--- src/hw/rtl/stq_pkg.sv ---
// ----------------------------------------------------------------------------
// stq_pkg
// Shared constants and types for the sorted timer queue.
// ----------------------------------------------------------------------------
package stq_pkg;

   localparam int NUM_TIMERS = 32;
   localparam int NUM_QUEUES = 16;
   localparam int IDX_W      = 5;
   localparam int DEST_W     = 4;
   localparam int WORD_W     = 32;
   localparam int CFG_W      = 6;

   localparam logic [2:0] REQ_ALLOC = 3'd0;
   localparam logic [2:0] REQ_FREE  = 3'd1;
   localparam logic [2:0] REQ_SET   = 3'd2;
   localparam logic [2:0] REQ_ARM   = 3'd3;
   localparam logic [2:0] REQ_TICK  = 3'd4;

   localparam logic [2:0] EV_ALLOCATED = 3'd0;
   localparam logic [2:0] EV_NO_FREE   = 3'd1;
   localparam logic [2:0] EV_DONE      = 3'd2;
   localparam logic [2:0] EV_EXPIRED   = 3'd3;
   localparam logic [2:0] EV_TASK      = 3'd4;

   localparam logic [1:0] ST_FREE  = 2'd0;
   localparam logic [1:0] ST_ALLOC = 2'd1;
   localparam logic [1:0] ST_ARMED = 2'd2;

   localparam logic [WORD_W-1:0] ALL_ONES = 32'hffff_ffff;

   typedef struct packed {
      logic              status_we;
      logic [IDX_W-1:0]  status_wa;
      logic [1:0]        status_wd;
      logic              dl_we;
      logic [IDX_W-1:0]  dl_wa;
      logic [WORD_W-1:0] dl_wd;
      logic              link0_we;
      logic [IDX_W-1:0]  link0_wa;
      logic [IDX_W-1:0]  link0_wd;
      logic              link1_we;
      logic [IDX_W-1:0]  link1_wa;
      logic [IDX_W-1:0]  link1_wd;
      logic              set_we;
      logic [IDX_W-1:0]  set_wa;
      logic [DEST_W-1:0] set_dest;
      logic [WORD_W-1:0] set_payload;
   } stq_wr_type;

   typedef struct packed {
      logic [IDX_W-1:0] status_ra;
      logic [IDX_W-1:0] dl_ra;
      logic [IDX_W-1:0] entry_ra;
   } stq_rd_type;

endpackage

--- src/hw/rtl/stq_entry_store.sv ---
// ----------------------------------------------------------------------------
// stq_entry_store
// Per-entry status, deadline, link, destination and payload storage.
// ----------------------------------------------------------------------------
module stq_entry_store (
   input  logic                              clock,
   input  logic                              reset,
   input  stq_pkg::stq_wr_type               wr,
   input  stq_pkg::stq_rd_type               rd,
   output logic [1:0]                        status_rd,
   output logic [stq_pkg::WORD_W-1:0]        dl_rd,
   output logic [stq_pkg::IDX_W-1:0]         link_rd,
   output logic [stq_pkg::DEST_W-1:0]        dest_rd,
   output logic [stq_pkg::WORD_W-1:0]        payload_rd
);

   logic [1:0]                 status_ff  [stq_pkg::NUM_TIMERS];
   logic [stq_pkg::WORD_W-1:0] deadline_ff[stq_pkg::NUM_TIMERS];
   logic [stq_pkg::IDX_W-1:0]  link_ff    [stq_pkg::NUM_TIMERS];
   logic [stq_pkg::DEST_W-1:0] dest_ff    [stq_pkg::NUM_TIMERS];
   logic [stq_pkg::WORD_W-1:0] payload_ff [stq_pkg::NUM_TIMERS];

   always_ff @(posedge clock) begin
      if (reset) begin
         for (int i = 0; i < stq_pkg::NUM_TIMERS; i++) begin
            status_ff[i]   <= stq_pkg::ST_FREE;
            deadline_ff[i] <= '0;
         end
         status_ff[0]   <= stq_pkg::ST_ARMED;
         deadline_ff[0] <= stq_pkg::ALL_ONES;
      end else begin
         if (wr.status_we) status_ff[wr.status_wa] <= wr.status_wd;
         if (wr.dl_we) deadline_ff[wr.dl_wa] <= wr.dl_wd;
      end
   end

   always_ff @(posedge clock) begin
      if (wr.link0_we) link_ff[wr.link0_wa] <= wr.link0_wd;
      if (wr.link1_we) link_ff[wr.link1_wa] <= wr.link1_wd;
      if (wr.set_we) begin
         dest_ff[wr.set_wa]    <= wr.set_dest;
         payload_ff[wr.set_wa] <= wr.set_payload;
      end
   end

   assign status_rd  = status_ff[rd.status_ra];
   assign dl_rd      = deadline_ff[rd.dl_ra];
   assign link_rd    = link_ff[rd.entry_ra];
   assign dest_rd    = dest_ff[rd.entry_ra];
   assign payload_rd = payload_ff[rd.entry_ra];

endmodule

--- src/hw/rtl/sorted_timer_queue.sv ---
// ----------------------------------------------------------------------------
// sorted_timer_queue
// Pool of one-shot timers kept as a deadline-sorted linked list.
// ----------------------------------------------------------------------------
// Requests enter on the req_ channel (valid/stall) and each gives one or more
// items on the rsp_ channel; rsp_last marks the final item of a request.
// One request is in work at a time; req_stall is high until its last item
// sits in the output register. A single sequencer drives one compare unit
// over the entry store, one entry per cycle unless rsp_stall holds an item back:
//   free, set, unknown: a single DONE item
//   allocate: scan up from entry 0 to the lowest free entry
//   arm: write deadline and status, insert at the head or walk the list
//   tick: a DONE item when nothing is due, else expire due entries from the
//   head, then the trailing items.
// The output register takes a new item while the previous one is taken, so
// rsp_stall only stretches the work while it is held high.
// Reset (synchronous) frees all entries, arms the entry 0 sentinel at the
// all-ones deadline, clears the tick count and sets task_timer_index to 32.
// csr_ is an APB-style port holding task_timer_index at address 0.
// ----------------------------------------------------------------------------
module sorted_timer_queue (
   input  logic        clock,
   input  logic        reset,
   input  logic        req_valid,
   output logic        req_stall,
   input  logic [2:0]  req_type,
   input  logic [4:0]  req_timer_index,
   input  logic [3:0]  req_dest_queue,
   input  logic [31:0] req_payload,
   input  logic [31:0] req_delay,
   output logic        rsp_valid,
   input  logic        rsp_stall,
   output logic [2:0]  rsp_event_res,
   output logic [4:0]  rsp_timer_index_res,
   output logic [3:0]  rsp_dest_queue_res,
   output logic [31:0] rsp_payload_res,
   output logic        rsp_last,
   input  logic        csr_psel,
   input  logic        csr_penable,
   input  logic        csr_pwrite,
   input  logic [2:0]  csr_paddr,
   input  logic [31:0] csr_pwdata,
   output logic [31:0] csr_prdata,
   output logic        csr_pready
);

   localparam logic [3:0] S_IDLE      = 4'd0;
   localparam logic [3:0] S_DONE      = 4'd1;
   localparam logic [3:0] S_ALLOC     = 4'd2;
   localparam logic [3:0] S_ARM_START = 4'd3;
   localparam logic [3:0] S_ARM_HEAD  = 4'd4;
   localparam logic [3:0] S_ARM_WALK  = 4'd5;
   localparam logic [3:0] S_TICK_CHK  = 4'd6;
   localparam logic [3:0] S_TICK_WALK = 4'd7;
   localparam logic [3:0] S_TICK_END  = 4'd8;

   localparam int IW = stq_pkg::IDX_W;
   localparam int WW = stq_pkg::WORD_W;

   logic [3:0]    state_ff, state_in;
   logic [IW-1:0] idx_ff, idx_in;
   logic [IW-1:0] t_ff, t_in;
   logic [IW-1:0] n_ff, n_in;
   logic [IW-1:0] head_ff, head_in;
   logic [WW-1:0] dl_ff, dl_in;
   logic [WW-1:0] earliest_ff, earliest_in;
   logic [WW-1:0] tick_ff, tick_in;
   logic [stq_pkg::NUM_TIMERS-1:0] visited_ff, visited_in;
   logic          ts_ff, ts_in;
   logic          pend_v_ff, pend_v_in;
   logic [IW-1:0] pend_idx_ff, pend_idx_in;
   logic [3:0]    pend_dq_ff, pend_dq_in;
   logic [WW-1:0] pend_pl_ff, pend_pl_in;
   logic [stq_pkg::CFG_W-1:0] task_ff, task_in;

   logic          rsp_valid_ff, rsp_valid_in;
   logic [2:0]    rsp_ev_ff, rsp_ev_in;
   logic [IW-1:0] rsp_idx_ff, rsp_idx_in;
   logic [3:0]    rsp_dq_ff, rsp_dq_in;
   logic [WW-1:0] rsp_pl_ff, rsp_pl_in;
   logic          rsp_last_ff, rsp_last_in;

   stq_pkg::stq_wr_type wr;
   stq_pkg::stq_rd_type rd;
   logic [1:0]    status_rd;
   logic [WW-1:0] dl_rd;
   logic [IW-1:0] link_rd;
   logic [3:0]    dest_rd;
   logic [WW-1:0] payload_rd;

   logic [WW-1:0] cmp_a, cmp_b;
   logic          cmp_le;
   logic          out_free, emit, due;
   logic [2:0]    e_ev;
   logic [IW-1:0] e_idx;
   logic [3:0]    e_dq;
   logic [WW-1:0] e_pl;
   logic          e_last;
   logic          cfg_wr;

   stq_entry_store u_store (
      .clock      (clock),
      .reset      (reset),
      .wr         (wr),
      .rd         (rd),
      .status_rd  (status_rd),
      .dl_rd      (dl_rd),
      .link_rd    (link_rd),
      .dest_rd    (dest_rd),
      .payload_rd (payload_rd)
   );

   assign cfg_wr     = csr_psel & csr_penable & csr_pwrite;
   assign csr_pready = 1'b1;
   assign csr_prdata = (csr_paddr == 3'd0) ? {26'd0, task_ff} : 32'd0;
   assign task_in    = (cfg_wr && csr_paddr == 3'd0) ? csr_pwdata[5:0] : task_ff;

   assign req_stall = (state_ff != S_IDLE);
   assign out_free  = !rsp_valid_ff || !rsp_stall;

   always_comb begin
      rd.status_ra = n_ff;
      rd.entry_ra  = t_ff;
      if (state_ff == S_ARM_HEAD)      rd.dl_ra = head_ff;
      else if (state_ff == S_ARM_WALK) rd.dl_ra = link_rd;
      else                             rd.dl_ra = t_ff;
      if (state_ff == S_TICK_CHK) begin
         cmp_a = earliest_ff;
         cmp_b = tick_ff;
      end else if (state_ff == S_TICK_WALK) begin
         cmp_a = dl_rd;
         cmp_b = tick_ff;
      end else begin
         cmp_a = dl_ff;
         cmp_b = dl_rd;
      end
   end

   assign cmp_le = (cmp_a <= cmp_b);
   assign due    = !visited_ff[t_ff] && cmp_le;

   always_comb begin
      state_in    = state_ff;
      idx_in      = idx_ff;
      t_in        = t_ff;
      n_in        = n_ff;
      head_in     = head_ff;
      dl_in       = dl_ff;
      earliest_in = earliest_ff;
      tick_in     = tick_ff;
      visited_in  = visited_ff;
      ts_in       = ts_ff;
      pend_v_in   = pend_v_ff;
      pend_idx_in = pend_idx_ff;
      pend_dq_in  = pend_dq_ff;
      pend_pl_in  = pend_pl_ff;
      wr          = '0;
      emit        = 1'b0;
      e_ev        = stq_pkg::EV_DONE;
      e_idx       = '0;
      e_dq        = '0;
      e_pl        = '0;
      e_last      = 1'b1;
      case (state_ff)
         S_IDLE: begin
            if (req_valid) begin
               idx_in = req_timer_index;
               n_in   = '0;
               case (req_type)
                  stq_pkg::REQ_ALLOC: state_in = S_ALLOC;
                  stq_pkg::REQ_FREE: begin
                     wr.status_we = 1'b1;
                     wr.status_wa = req_timer_index;
                     wr.status_wd = stq_pkg::ST_FREE;
                     state_in     = S_DONE;
                  end
                  stq_pkg::REQ_SET: begin
                     wr.set_we      = 1'b1;
                     wr.set_wa      = req_timer_index;
                     wr.set_dest    = req_dest_queue;
                     wr.set_payload = req_payload;
                     state_in       = S_DONE;
                  end
                  stq_pkg::REQ_ARM: begin
                     dl_in    = req_delay + tick_ff;
                     state_in = S_ARM_START;
                  end
                  stq_pkg::REQ_TICK: begin
                     tick_in  = tick_ff + 32'd1;
                     state_in = S_TICK_CHK;
                  end
                  default: state_in = S_DONE;
               endcase
            end
         end
         S_DONE: begin
            emit = 1'b1;
            if (out_free) state_in = S_IDLE;
         end
         S_ALLOC: begin
            if (status_rd == stq_pkg::ST_FREE) begin
               emit  = 1'b1;
               e_ev  = stq_pkg::EV_ALLOCATED;
               e_idx = n_ff;
               if (out_free) begin
                  wr.status_we = 1'b1;
                  wr.status_wa = n_ff;
                  wr.status_wd = stq_pkg::ST_ALLOC;
                  state_in     = S_IDLE;
               end
            end else if (n_ff == IW'(stq_pkg::NUM_TIMERS - 1)) begin
               emit = 1'b1;
               e_ev = stq_pkg::EV_NO_FREE;
               if (out_free) state_in = S_IDLE;
            end else begin
               n_in = n_ff + 1'b1;
            end
         end
         S_ARM_START: begin
            wr.dl_we     = 1'b1;
            wr.dl_wa     = idx_ff;
            wr.dl_wd     = dl_ff;
            wr.status_we = 1'b1;
            wr.status_wa = idx_ff;
            wr.status_wd = stq_pkg::ST_ARMED;
            state_in     = S_ARM_HEAD;
         end
         S_ARM_HEAD: begin
            if (cmp_le) begin
               wr.link1_we = 1'b1;
               wr.link1_wa = idx_ff;
               wr.link1_wd = head_ff;
               head_in     = idx_ff;
               earliest_in = dl_ff;
               state_in    = S_DONE;
            end else begin
               t_in     = head_ff;
               n_in     = '0;
               state_in = S_ARM_WALK;
            end
         end
         S_ARM_WALK: begin
            if (cmp_le || n_ff == IW'(stq_pkg::NUM_TIMERS - 1)) begin
               wr.link0_we = 1'b1;
               wr.link0_wa = t_ff;
               wr.link0_wd = idx_ff;
               wr.link1_we = 1'b1;
               wr.link1_wa = idx_ff;
               wr.link1_wd = link_rd;
               state_in    = S_DONE;
            end else begin
               t_in = link_rd;
               n_in = n_ff + 1'b1;
            end
         end
         S_TICK_CHK: begin
            if (!cmp_le) begin
               state_in = S_DONE;
            end else begin
               t_in       = head_ff;
               visited_in = '0;
               ts_in      = 1'b0;
               pend_v_in  = 1'b0;
               state_in   = S_TICK_WALK;
            end
         end
         S_TICK_WALK: begin
            if (!due) begin
               head_in     = t_ff;
               earliest_in = dl_rd;
               state_in    = S_TICK_END;
            end else if (task_ff == {1'b0, t_ff}) begin
               visited_in[t_ff] = 1'b1;
               wr.status_we     = 1'b1;
               wr.status_wa     = t_ff;
               wr.status_wd     = stq_pkg::ST_ALLOC;
               ts_in            = 1'b1;
               t_in             = link_rd;
            end else if (!pend_v_ff || out_free) begin
               emit             = pend_v_ff;
               e_ev             = stq_pkg::EV_EXPIRED;
               e_idx            = pend_idx_ff;
               e_dq             = pend_dq_ff;
               e_pl             = pend_pl_ff;
               e_last           = 1'b0;
               pend_v_in        = 1'b1;
               pend_idx_in      = t_ff;
               pend_dq_in       = dest_rd;
               pend_pl_in       = payload_rd;
               visited_in[t_ff] = 1'b1;
               wr.status_we     = 1'b1;
               wr.status_wa     = t_ff;
               wr.status_wd     = stq_pkg::ST_ALLOC;
               t_in             = link_rd;
            end
         end
         S_TICK_END: begin
            emit = 1'b1;
            if (pend_v_ff) begin
               e_ev   = stq_pkg::EV_EXPIRED;
               e_idx  = pend_idx_ff;
               e_dq   = pend_dq_ff;
               e_pl   = pend_pl_ff;
               e_last = !ts_ff;
               if (out_free) begin
                  pend_v_in = 1'b0;
                  if (!ts_ff) state_in = S_IDLE;
               end
            end else begin
               if (ts_ff) begin
                  e_ev  = stq_pkg::EV_TASK;
                  e_idx = task_ff[IW-1:0];
               end
               if (out_free) state_in = S_IDLE;
            end
         end
         default: state_in = S_IDLE;
      endcase
   end

   always_comb begin
      rsp_valid_in = rsp_valid_ff;
      rsp_ev_in    = rsp_ev_ff;
      rsp_idx_in   = rsp_idx_ff;
      rsp_dq_in    = rsp_dq_ff;
      rsp_pl_in    = rsp_pl_ff;
      rsp_last_in  = rsp_last_ff;
      if (emit && out_free) begin
         rsp_valid_in = 1'b1;
         rsp_ev_in    = e_ev;
         rsp_idx_in   = e_idx;
         rsp_dq_in    = e_dq;
         rsp_pl_in    = e_pl;
         rsp_last_in  = e_last;
      end else if (!rsp_stall) begin
         rsp_valid_in = 1'b0;
      end
   end

   always_ff @(posedge clock) begin
      if (reset) begin
         state_ff     <= S_IDLE;
         head_ff      <= '0;
         earliest_ff  <= stq_pkg::ALL_ONES;
         tick_ff      <= '0;
         task_ff      <= 6'd32;
         rsp_valid_ff <= 1'b0;
         pend_v_ff    <= 1'b0;
         ts_ff        <= 1'b0;
         visited_ff   <= '0;
      end else begin
         state_ff     <= state_in;
         head_ff      <= head_in;
         earliest_ff  <= earliest_in;
         tick_ff      <= tick_in;
         task_ff      <= task_in;
         rsp_valid_ff <= rsp_valid_in;
         pend_v_ff    <= pend_v_in;
         ts_ff        <= ts_in;
         visited_ff   <= visited_in;
      end
   end

   always_ff @(posedge clock) begin
      idx_ff      <= idx_in;
      t_ff        <= t_in;
      n_ff        <= n_in;
      dl_ff       <= dl_in;
      pend_idx_ff <= pend_idx_in;
      pend_dq_ff  <= pend_dq_in;
      pend_pl_ff  <= pend_pl_in;
      rsp_ev_ff   <= rsp_ev_in;
      rsp_idx_ff  <= rsp_idx_in;
      rsp_dq_ff   <= rsp_dq_in;
      rsp_pl_ff   <= rsp_pl_in;
      rsp_last_ff <= rsp_last_in;
   end

   assign rsp_valid           = rsp_valid_ff;
   assign rsp_event_res       = rsp_ev_ff;
   assign rsp_timer_index_res = rsp_idx_ff;
   assign rsp_dest_queue_res  = rsp_dq_ff;
   assign rsp_payload_res     = rsp_pl_ff;
   assign rsp_last            = rsp_last_ff;

endmodule
--- config.mk ---
export PLATFORM = sky130hd
export DESIGN_NAME = sorted_timer_queue
export DESIGN_NICKNAME = d
export VERILOG_FILES = /design/src/hw/rtl/stq_pkg.sv /design/src/hw/rtl/stq_entry_store.sv /design/src/hw/rtl/sorted_timer_queue.sv
export SDC_FILE = /design/constraint.sdc
export NUM_CORES = 2
export LEC_CHECK = 0
export BUFFER_PORTS_ARGS = -buffer_cell sky130_fd_sc_hd__clkbuf_2
export CORE_AREA = 2 2 512 514
export DETAILED_ROUTE_END_ITERATION = 7
export DIE_AREA = 0 0 514 516
export SLEW_MARGIN = 5
export SYNTH_ARGS = -nofsm -noshare
export SYNTH_HDL_FRONTEND = slang
export SYNTH_SLANG_ARGS = --single-unit
export TNS_END_PERCENT = 20
--- constraint.sdc ---
create_clock -name clock -period 11.08 [get_ports clock]
set_clock_uncertainty 0.05 [all_clocks]
set_input_delay 2.216 -clock clock [delete_from_list [all_inputs] [get_ports clock]]
set_output_delay 2.216 -clock clock [all_outputs]
set_load 0.03 [all_outputs]
==> metrics.sh <==
YOSYS_REGISTER_BITS=2657
TIMING_HOLD_VIOLATIONS_FINAL=0
DRIVE_ABOVE_1_SHARE_PCT=15.3
COUNT_OF_H_TREE_LEVELS_BUILT_DURING_CTS=5
NUMBER_OF_SINKS_ON_THE_CLOCK_NET=2657
DESIGN.CORE.AREA_UM2=259000
BUFFER_PORTS.INSERTED=144
ROOT_CELL_OF_THE_CLOCK_TREE='sky130_fd_sc_hd__clkbuf_16'
INITIAL_ANTENNA_VIOLATION_COUNT=20
SYNTH-SEQ-AREA-SHARE_PCT=68.9
POST-ROUTE-MIN-PERIOD_PS=9860
GRT_MAX_DEGREE=133
CRIT_REQUIRED_PS=11600
MAPPEDNETLISTAREA_UM2=114000
PEAKVDDDROP_mV=0.149
TRITONCTS_CLOCK_TREE='yes'
STATUS='finished clean'
POSTCTSHOLDBUFS=0
OVERFLOW_LEFT_AFTER_GLOBAL_ROUTING=0
VIAS=72100
GR-USAGE-MET2_PCT=42.0
SYN_AVG_CELL_AREA_UM2=14.0
WORST_EP_ARRIVAL_TIME_PS=10380
FINISH.UTILIZATION_PCT=49.2
CRIT_FANOUT=112
FINALSETUPVIOLATIONS=0
AREA.GROWTH.SYNTH_TO_FINAL_PCT=12.0
HP-CLASS='reg2reg'
PATH_TYPE_OF_THE_WORST_SETUP_PATH='reg2reg'
TIMING.SLEW.HEADROOM_PCT=2.46
UNREPAIRED_SETUP_ENDPOINTS_AFTER_GLOBAL_ROUTING='no'
FIN_WORST_HOLD_SLACK_PS=414
CORE.ROWCOUNT=187
END_KIND='flip-flop'
SYNTH_ENABLE_FLOP_CELLS=2533
SETUP_TNS_PS=0
LAYOUT.CELLS.MOST_COMMON='sky130_fd_sc_hd__edfxtp_1'
ROUTABILITYCONGESTION=0.911
DIE_W_UM=514
POWER_LEAKAGE_nW=43.9
NETLIST_INSTANCES=8167
FINAL_NET_COUNT=8358
P_TOTAL_W=0.0228
DIE_H_UM=516
POSTROUTEWIRELENGTH_UM=343000
SYNTH_CELL_TYPES=85
DOMINANTREGCELLSYNTH='sky130_fd_sc_hd__edfxtp_1'
CTS_SETUP_BUFFERS=0
FIRST_PASS_GRT_WIRE_LENGTH_UM=492000
CAP_VIOLATIONS=0
DESIGN.PORTCOUNT=198
CLOCK_INSERTION_DELAY_WORST_SKEW_PS=950
DETAILEDROUTE.FIRSTPASSITERATIONCOUNT=5
CTS.REPORTEDPATHS.CLKPINSLEW_PS=60
CTS-BUFFERS-INSERTED=299
GRT_UTIL_MET1_PCT=33.8
TRACK_USAGE_PCT=25.5
POWER_DENSITY_CELLS_nW_PER_UM2=178
GRT_MOST_USED_LAYER='met2'
START_KIND='flip-flop'
FINAL_CELL_MIX='sky130_fd_sc_hd__edfxtp_1, sky130_fd_sc_hd__nand2_1, sky130_fd_sc_hd__nor2_1'
WORSTMARGINPINSLEW_PS=1450
GRT_PASS1_VIAS=71000
ASYNCSETRESETFLOPFRACSYNTH_PCT=0
FINAL_ANTENNA_NET_COUNT=0
CTS-ROOT-TO-SINK-BUFFERS=4
POST_DRT_VIA_CELL_RATIO=6.12
POST_DETAILED_ROUTE_DRC_MARKER_COUNT=0
MIN_PERIOD_OVER_PERIOD_PCT=89.0
FINAL-MAX-SLEW-VIOLATION-COUNT=0
DRTITER0DRC=9581
WIRE_PER_INST_UM=29.1
DP.FINAL_HPWL_UM=195000
CTS_RESIZED=0
FMAX_MHz=101
SYNTH.YOSYS.WARNINGS=0
FILLCELLCOUNT=22000
GLOBALROUTEMET3UTIL_PCT=3.89
DIE_AREA_UM2=265000
FLOORPLAN.INITIALDENSITY_PCT=44.0
-- worst max-delay path, cell delays in order (launching register included) --
cell and delay (ps):
sky130_fd_sc_hd__dfxtp_1 920, sky130_fd_sc_hd__nor2_1 470, sky130_fd_sc_hd__a22oi_1 390, sky130_fd_sc_hd__a21oi_1 140
sky130_fd_sc_hd__nor4_2 820, sky130_fd_sc_hd__a21o_4 450, sky130_fd_sc_hd__buf_12 430, sky130_fd_sc_hd__nand2_1 120
sky130_fd_sc_hd__a32oi_1 270, sky130_fd_sc_hd__o22ai_1 250, sky130_fd_sc_hd__or4_4 680, sky130_fd_sc_hd__o21a_1 200
sky130_fd_sc_hd__ha_1 310, sky130_fd_sc_hd__a21o_1 160, sky130_fd_sc_hd__a21o_1 180, sky130_fd_sc_hd__a21o_1 180
sky130_fd_sc_hd__a211oi_1 230, sky130_fd_sc_hd__o21ai_1 280, sky130_fd_sc_hd__or4_1 870, sky130_fd_sc_hd__nand2_1 210
sky130_fd_sc_hd__o21a_1 240, sky130_fd_sc_hd__nand3_1 580, sky130_fd_sc_hd__o21ai_0 910
-- sequential cells by signal, indices dropped and copies added, names as in the netlist, 6 cells and up, named ones only --
name	flops
visited_ff	32
pend_pl_ff	32
u_store.dest_ff	128
u_store.deadline_ff	1024
task_ff	6
u_store.link_ff	160
rsp_payload_res	32
u_store.status_ff	64
dl_ff	32
earliest_ff	32
u_store.payload_ff	1024
tick_ff	32
-- worst paths after layout --
path,startpoint,to,slack [ps],cells after the start
hold reg to reg,visited_ff[26],visited_ff[26],410,1
setup reg to reg,flip-flop,u_store.link_ff[19][3],1220,22
setup / recovery,flip-flop,u_store.link_ff[19][3],1220,22
hold / removal,visited_ff[26],visited_ff[26],410,1
-- kinds of logic (layout without fill, tap and decap cells) --
| family | Yosys count | in the layout | share of synthesized area (%) |
|---|---|---|---|
| adder cells (fa/ha/maj) | 67 | 67 | 0.742 |
| AO/OA/AOI/OAI | 1372 | 1372 | 8.54 |
| other | 2 | 40 | 0.00659 |
| buffers and inverters | 735 | 921 | 2.74 |
| AND/OR/NAND/NOR | 2760 | 2760 | 10.6 |
| flip-flops | 2657 | 2657 | 68.9 |
| multiplexers | 515 | 515 | 7.98 |
| XOR/XNOR | 59 | 59 | 0.453 |
-- synthesized netlist by cell type, types with 35 or more instances --
master	count	area, µm²
sky130_fd_sc_hd__and2_1	284	1780
sky130_fd_sc_hd__dfxtp_1	124	2480
sky130_fd_sc_hd__buf_4	48	360
sky130_fd_sc_hd__buf_1	66	248
sky130_fd_sc_hd__o22ai_1	69	432
sky130_fd_sc_hd__buf_2	97	485
sky130_fd_sc_hd__nor3_1	85	425
sky130_fd_sc_hd__nand2_1	1075	4040
sky130_fd_sc_hd__nand3_1	54	270
sky130_fd_sc_hd__mux4_2	313	7050
sky130_fd_sc_hd__clkbuf_1	476	1790
sky130_fd_sc_hd__nor2b_1	60	375
sky130_fd_sc_hd__o21ai_0	191	956
sky130_fd_sc_hd__ha_1	66	826
sky130_fd_sc_hd__a32oi_1	171	1500
sky130_fd_sc_hd__mux2i_1	184	1840
sky130_fd_sc_hd__o21bai_1	38	285
sky130_fd_sc_hd__a22o_1	35	307
sky130_fd_sc_hd__o21a_1	61	458
sky130_fd_sc_hd__a22oi_1	142	1070
sky130_fd_sc_hd__a32o_1	97	971
sky130_fd_sc_hd__nor2_1	1004	3770
sky130_fd_sc_hd__inv_1	38	143
sky130_fd_sc_hd__a211oi_1	36	270
sky130_fd_sc_hd__edfxtp_1	2533	76100
sky130_fd_sc_hd__a21oi_1	352	1760
-- report_power, final --
| group | leakage (nW) | total (W) | switching [W] | internal, W |
|---|---|---|---|---|
| sequential | 26.9 | 0.0113 | 0.000160 | 0.0112 |
| combinational | 12.5 | 0.00216 | 0.00149 | 0.000667 |
| clock | 4.37 | 0.00928 | 0.00391 | 0.00538 |
-- per-stage QoR --
step | instance area [µm²] | setup slack [ps] | instances
3_3_place_gp | 119000 | 1430 | 11300
6_report | 128000 | 1220 | 11800
4_1_cts | 128000 | 1270 | 11800
2_1_floorplan | 114000 | 3270 | 8192
5_1_grt | 128000 | 832 | 11800
3_5_place_dp | 119000 | 1380 | 11300
-- routing by layer --
layer,part of all wire (%),wire length (µm),vias to the layer above
li1,-,-,30700
met5,0.040,138,-
met4,4.3,14700,6
met2,48,166000,3603
met1,39,135000,37100
met3,8.1,27700,679
-- area by class of cell --
cell class,count,area (µm²),area share [%]
sequential,2657,78500,61.5
multi-input combinational,4800,33000,25.8
clock buffer,375,7950,6.23
tap,3402,4260,3.33
timing repair buffer,376,2740,2.15
clock inverter,131,1000,0.783
inverter,39,149,0.117
antenna,13,32.5,0.0255
No activity file was read; power rests on OpenSTA's default activity.
